**config.mk**
```make
export PLATFORM = sky130hd
export DESIGN_NAME = lhr_front
export DESIGN_NICKNAME = d
export VERILOG_FILES = /design/src/hdl/lhr_pkg.sv /design/src/hdl/lhr_front.sv
export SDC_FILE = /design/constraint.sdc
export NUM_CORES = 1
export LEC_CHECK = 0
export ABC_AREA = 1
export BUFFER_PORTS_ARGS = -buffer_cell sky130_fd_sc_hd__buf_4
export CAP_MARGIN = 40
export CORE_MARGIN = 3
export CORE_UTILIZATION = 54
export CTS_CLUSTER_SIZE = 8
export DETAILED_ROUTE_END_ITERATION = 6
export PLACE_DENSITY = 0.81
export SYNTH_ARGS = -nofsm -noshare
export SYNTH_HDL_FRONTEND = slang
export SYNTH_SLANG_ARGS = --single-unit
```
**constraint.sdc**
```tcl
create_clock -name clk -period 2.9 [get_ports clk]
set_clock_uncertainty 0.05 [all_clocks]
set_input_delay 0.145 -clock clk [delete_from_list [all_inputs] [get_ports clk]]
set_output_delay 0.145 -clock clk [all_outputs]
set_load 0.05 [all_outputs]
```
**src/hdl/lhr_pkg.sv**
```systemverilog
// lhr_pkg: shared types and codes of the line history ring
// payload structs of both channels, the front-to-back command and the status/mode codes
// no dependencies

package lhr_pkg;

    // request modes
    localparam logic [1:0] MODE_ADD   = 2'd0;
    localparam logic [1:0] MODE_OLDER = 2'd1;
    localparam logic [1:0] MODE_NEWER = 2'd2;
    localparam logic [1:0] MODE_RESET = 2'd3;

    // result status codes
    localparam logic [2:0] ST_TEXT   = 3'd0;
    localparam logic [2:0] ST_NONE   = 3'd1;
    localparam logic [2:0] ST_ADDED  = 3'd2;
    localparam logic [2:0] ST_DUP    = 3'd3;
    localparam logic [2:0] ST_REJECT = 3'd4;

    typedef struct packed {
        logic [1:0] mode;
        logic [7:0] ch;
        logic       has_char;
        logic       end_of_line;
        logic [4:0] nav_in;
    } in_item_t;

    typedef struct packed {
        logic [2:0] status;
        logic [7:0] ch_out;
        logic       has_char_out;
        logic       last_out;
        logic [4:0] nav_out;
        logic [4:0] entries_out;
    } out_item_t;

    // command queued from front to back
    typedef struct packed {
        logic [1:0] mode;
        logic [7:0] ch;
        logic       stage_ch;
        logic       eol;
        logic [4:0] nav;
    } cmd_t;

endpackage

```
**src/hdl/lhr_front.sv**
```systemverilog
// lhr_front: input side of the line history ring
// accepts items, drops those with no effect, and queues commands for the back end
// depends on lhr_pkg

module lhr_front
(
    input  logic              clk,
    input  logic              rst_n,
    input  logic              req_valid,
    output logic              req_ready,
    input  lhr_pkg::in_item_t req,
    output logic              cmd_valid,
    input  logic              cmd_ready,
    output lhr_pkg::cmd_t     cmd
);

    lhr_pkg::cmd_t q_reg [2];
    logic          wr_ptr_reg;
    logic          rd_ptr_reg;
    logic [1:0]    fill_reg;
    logic          keep;
    logic          push;
    logic          pop;
    logic          stage_ch;
    lhr_pkg::cmd_t new_cmd;

    // classify: characters of mode add/older are staged, line ends always act
    assign stage_ch = req.has_char &&
                      (req.mode == lhr_pkg::MODE_ADD || req.mode == lhr_pkg::MODE_OLDER);
    assign keep     = stage_ch || req.end_of_line;

    always_comb
    begin
        new_cmd.mode     = req.mode;
        new_cmd.ch       = req.ch;
        new_cmd.stage_ch = stage_ch;
        new_cmd.eol      = req.end_of_line;
        new_cmd.nav      = req.nav_in;
    end

    assign req_ready = (fill_reg != 2'd2);
    assign push      = req_valid && req_ready && keep;
    assign cmd_valid = (fill_reg != 2'd0);
    assign pop       = cmd_valid && cmd_ready;
    assign cmd       = q_reg[rd_ptr_reg];

    // two-entry command queue
    always_ff @(posedge clk or negedge rst_n)
    begin
        if (!rst_n)
        begin
            wr_ptr_reg <= 1'b0;
            rd_ptr_reg <= 1'b0;
            fill_reg   <= 2'd0;
        end
        else
        begin
            if (push)
                wr_ptr_reg <= !wr_ptr_reg;
            if (pop)
                rd_ptr_reg <= !rd_ptr_reg;
            if (push && !pop)
                fill_reg <= fill_reg + 2'd1;
            else if (pop && !push)
                fill_reg <= fill_reg - 2'd1;
        end
    end

    always_ff @(posedge clk)
    begin
        if (push)
            q_reg[wr_ptr_reg] <= new_cmd;
    end

endmodule

```
After elaboration in Yosys (flattened, before gate mapping)
Memory sizes are Yosys's and may differ from the RTL's.
Index checks and enable logic that the tools add are counted.
- register bits after elaboration: 4
- bits in writable memories: 34
- input port bits: 21
- output and inout port bits: 19
- word-level logic and storage cells: 27
- memories kept: 1
- add/sub/neg operators: 2
- equality and inequality tests: 2
- mux-type cells: 4
- reduce and logical (&&, ||, !) cells: 15
- memory list (memory ; words ; width ; rd ports ; clocked after Yosys merged registers in ; write ports ; RTL line ; source):
    q_reg ; 2 ; 17 ; 1 ; 0 ; 1 ; lhr_front.sv:17 ; lhr_pkg::cmd_t q_reg [2];
- operators with widths (cell ; count):
    logical AND 1 bit ; 6
    zero test 1 bit ; 4
    2-to-1 mux 2 bit ; 2
    nonzero test 2 bit ; 2
    adder 2 x 1 -> 2 bit (second input constant) ; 1
    equality test 2 x 1 -> 1 bit (second input constant) ; 1
    zero test 2 bit ; 1
    logical OR 1 bit ; 2
    2-to-1 mux 1 bit ; 2
    != test 2 bit (second input constant) ; 1
    subtractor 2 x 1 -> 2 bit (second input constant) ; 1

Longest topological paths before layout
- depth after elaboration: 9
- mapped depth: 11
- depth with buffers taken out: 11

Worst setup path after synthesis
Ideal clock, no wire load.
- path kind: register -> register
- start point: reg fill_reg[0]
- end point: mem q_reg[1][0] in the netlist's numbering, enable pin
- arrival: 1383 ps
- data required time: 2459 ps
- setup slack: 1076 ps
- stages on the path, launching flop included: 5
- buffers on the path: 0
- clock period less this slack: 1824 ps
- cells stage by stage: dfrtp_1 > inv_2 > a21oi_2 > nand2_1 > nor2_1
- cells in the longest elaborated chain, start to end: 5
- RTL lines (element ; RTL line ; source):
    start: declaration ; lhr_front.sv:20 ; logic [1:0] fill_reg;
    start signal: assignment ; lhr_front.sv:63 ; fill_reg <= fill_reg + 2'd1;
    start signal: assignment ; lhr_front.sv:65 ; fill_reg <= fill_reg - 2'd1;
    != test 2 bit ; lhr_front.sv:41 ; assign req_ready = (fill_reg != 2'd2);
    logical AND 1 bit (2 in a row) ; lhr_front.sv:42 ; assign push = req_valid && req_ready && keep;
    2-to-1 mux 1 bit ; lhr_front.sv:71 ; if (push)
    2-to-1 mux 1 bit (not written as such) ; lhr_front.sv:72 ; q_reg[wr_ptr_reg] <= new_cmd;
    end: declaration ; lhr_front.sv:17 ;
No other way between the ends.

==> results.md <==
- Post-synthesis cell type with the largest combined area: sky130_fd_sc_hd__edfxtp_1
- Syn_area_per_cell: 12.04 um^2
- FF-to-FF setup slack: roughly 1.1 ns
- Result of the run: finished clean
- Post-route DRC: 0
- Die area: 3431 um^2
- Fraction of synthesized area in multiplexers: 0
- Number of nets still failing antenna checks after routing: 0
- Setup TNS: 0 ns
- Number of pins exceeding their max-slew limit in the final report: 0
- Crit path launch type: flip-flop
- Top cell by count, worst path: sky130_fd_sc_hd__nand2_1
- Cells along the critical path: inv_4, nand2_1, nand2_1, buf_4
- Maximum clock rate: 539.9 MHz
- Filler Cells Inserted: 160
- Leading post-synthesis cells by cell area: sky130_fd_sc_hd__edfxtp_1 68%, sky130_fd_sc_hd__nand2_1 16%, sky130_fd_sc_hd__dfrtp_1 6.7%, sky130_fd_sc_hd__inv_1 2.5%, sky130_fd_sc_hd__buf_4 1.0%
- CTS tree: yes
- Worst-Skew Late Latency: 0.33 ns
- Actual transition at the worst max-transition pin: 0.7029 ns
- Drt total wl: 2984 um
- Critical-path cell with the highest stage delay: sky130_fd_sc_hd__dfrtp_1
- CTS HTree Levels: 2
- Cell area after synthesis: 1493 um^2
- Inserted Clock Buffers: 5
- Leak: 0.9222 nW
- Sequential area share after synthesis: 0.7510
- Initial drt markers: 54
- Number of global-route vias before repair: about 1100
- Unrepaired setup endpoints after global routing: no
- Sink Count: 38
- Startpoint of the worst register-to-register path: fill_reg[0]
- Largest register FFs: 34
- Number of vias per cell after detailed routing: 4.847
- Number of buffers added on ports: 39
- Die height: between 50 and 60 um
- Post-synthesis net count: 146
- Worst setup path endpoint: cmd[12]
- Estimated wirelength of the detail-placed design: ~2000 um
- Worst hold-check path type: in2reg
- Initial standard-cell utilization of the core: 0.5865
- Ratio of total power to cell area: 1017 nW/um^2
- Ratio of cells with drive above 1 in the final layout: 0.2634
- Setup Viol. Count Final: 0
- Antenna violations before repair: 0
- Post-layout net count: 207
- Vias after detailed routing: roughly 1000
- Hold path start: cmd_ready
- Post-synthesis share of cell area spent on full adders, half adders and majority gates: 0.008382
- XOR/XNOR share of the synthesized area: 0.01174
- End of the worst register-to-register path: q_reg[1][11]
- Arrival time of data at the critical path endpoint: 1.66 ns
- Fraction of the core area covered by cells at the end of the flow: 0.7950
- Core outline area: 2545 um^2
- Final RePlAce weighted congestion: approximately 0.73
- Total Power Consumption: 2.057 mW
- Combinational family with the most area after synthesis: simple AND/OR/NAND/NOR gates
- Largest net degree at the start of global routing: 19
- Final design instance area without fill: approximately 2000 um^2
- Chip width: 58.58 um
- Share of the synthesized area in compound gates (AO/OA/AOI/OAI): 0.005868
- Delay of the slowest cell on the worst path: around 0.75 ns
- Global-route total usage across every layer: 0.2024
- # Max-Cap Violations: 0
- Area share of the largest cell type after synthesis: 0.6840
- Period Utilization, post-route: 0.6387
- Time the worst path needs with I/O delays and setup: 1.852 ns
- Yosys warns: 0
- Area growth from synthesis to layout: 35.54%
- CP startpoint: rd_ptr_reg
- Clk slew on worst S/H paths: around 0.090 ns
- Yosys reg bits: 38
- Clock Tree Buf Depth: 2
- Number of antenna repair diodes: 0
- Area taken by flip-flops and latches: 1121 um^2
- Post-Synthesis Cells: 124
- Relative max-transition margin: 0.5309
- First-pass detailed-route iteration total: 7
- Required time of the worst setup path: 2.71 ns
- WS Path Type: reg2out
- Hold Violations, Final: 0
- Number of resized instances in the post-cts repair step: 0
- Worst ir drop on vdd: 0.7806 mV
- Placed cell area: between 1500 and 2000 um^2
- Standard-cell rows: 18
- Maximum fanout along the worst path: 18
- WL per Instance: approximately 14 um
- Synthesized-area fraction occupied by and/or/nand/nor cells: 0.1735
- Wire length of the first global-routing pass: 4878 um
- Area of combinational cells with multiple inputs: 297.8 um^2
- Master cell of the clock root buffer: sky130_fd_sc_hd__clkbuf_4
- Number of distinct library cells after synthesis: 16
- Overflow after GRT: 0
- Worst Setup End Kind: primary output
- Total I/O pin count: 40
- Cell depth of the worst flop-to-flop path: 5
final cells by class:
cell class / count / area share
Clock buffer: 8 / 0.02412
Tap cell: 30 / 0.01855
Inverter: 12 / 0.02350
Sequential cell: 38 / 0.5541
Timing Repair Buffer: 57 / 0.2325
Multi-Input combinational cell: 71 / 0.1472
worst max-delay path, delay by kind of cell (launching register included):
kind	cells	cell delay, ns
and+or+nand+nor	2	0.17
DFF	1	0.75
buffers and inverters	2	0.40
cells in the mapped netlist:
| master | instances |
|---|---|
| sky130_fd_sc_hd__nand2_1 | 62 |
| sky130_fd_sc_hd__edfxtp_1 | 34 |
| sky130_fd_sc_hd__inv_1 | 10 |
| sky130_fd_sc_hd__dfrtp_1 | 4 |
| sky130_fd_sc_hd__buf_4 | 2 |
| sky130_fd_sc_hd__nand3_1 | 2 |
| sky130_fd_sc_hd__a21oi_2 | 1 |
| sky130_fd_sc_hd__buf_6 | 1 |
| sky130_fd_sc_hd__ha_1 | 1 |
| sky130_fd_sc_hd__inv_2 | 1 |
| sky130_fd_sc_hd__inv_4 | 1 |
| sky130_fd_sc_hd__nand2_2 | 1 |
| sky130_fd_sc_hd__nand4_1 | 1 |
| sky130_fd_sc_hd__nor2_1 | 1 |
| sky130_fd_sc_hd__xnor2_1 | 1 |
| sky130_fd_sc_hd__xor2_1 | 1 |
cell usage in the layout (no fill, tap or decap), drive strengths merged:
master       count
xnor2            1
buf             40
xor2             1
nand3            2
nand2           63
nand4            1
clkbuf           8
dlygate4sd3     17
edfxtp          34
nor2             1
a21oi            1
inv             12
ha               1
dfrtp            4
cells by family (layout without fill, tap and decap cells):
logic type,Yosys count,after routing
compound gates,1,1
xor+xnor,2,2
fa+ha+maj,1,1
buf+inv,15,77
flops,38,38
simple gates,67,67
how the worst min path moves through the flow:
stage | to | cells after the start
after floorplan | fill_reg[0] | 0
final | rd_ptr_reg | 3
after detailed placement | wr_ptr_reg | 1
after global placement | wr_ptr_reg | 1
after global routing | rd_ptr_reg | 3
after CTS | rd_ptr_reg | 3
metal layers:
layer	up-vias	GRT usage	wire [um]	part of all wire
met5	-	0	0	0
met4	0	0.07767	21	0.0070
met3	4	0.07895	161	0.054
met2	36	0.3493	1652	0.55
met1	482	0.2256	1148	0.38
li1	525	-	-	-
report_power, final:
group          total, mW  switching, mW  internal (mW)
Combinational       1.02          0.731          0.292
Sequential         0.788         0.0785          0.709
Clock              0.247          0.151         0.0966
Total               2.06          0.960           1.10
repair_timing:
| action | in CTS | in global routing |
|---|---|---|
| endpoints found under the hold margin | 36 | 0 |
| hold buffers | 17 | 0 |
| setup buffers | 0 | 0 |
| setup endpoints to repair | 0 | 0 |
stage by stage:
step / hold WS, ns / setup WS [ns] / std cells
finish: 0.03879 / 1.048 / 216
global route: 0.01425 / 0.8934 / 216
CTS: 0.02574 / 1.035 / 216
detailed placement: -0.1047 / 1.085 / 191
global placement: -0.1057 / 1.195 / 191
floorplan: -0.2006 / 1.076 / 124
Power figures use the tool's default switching activity.
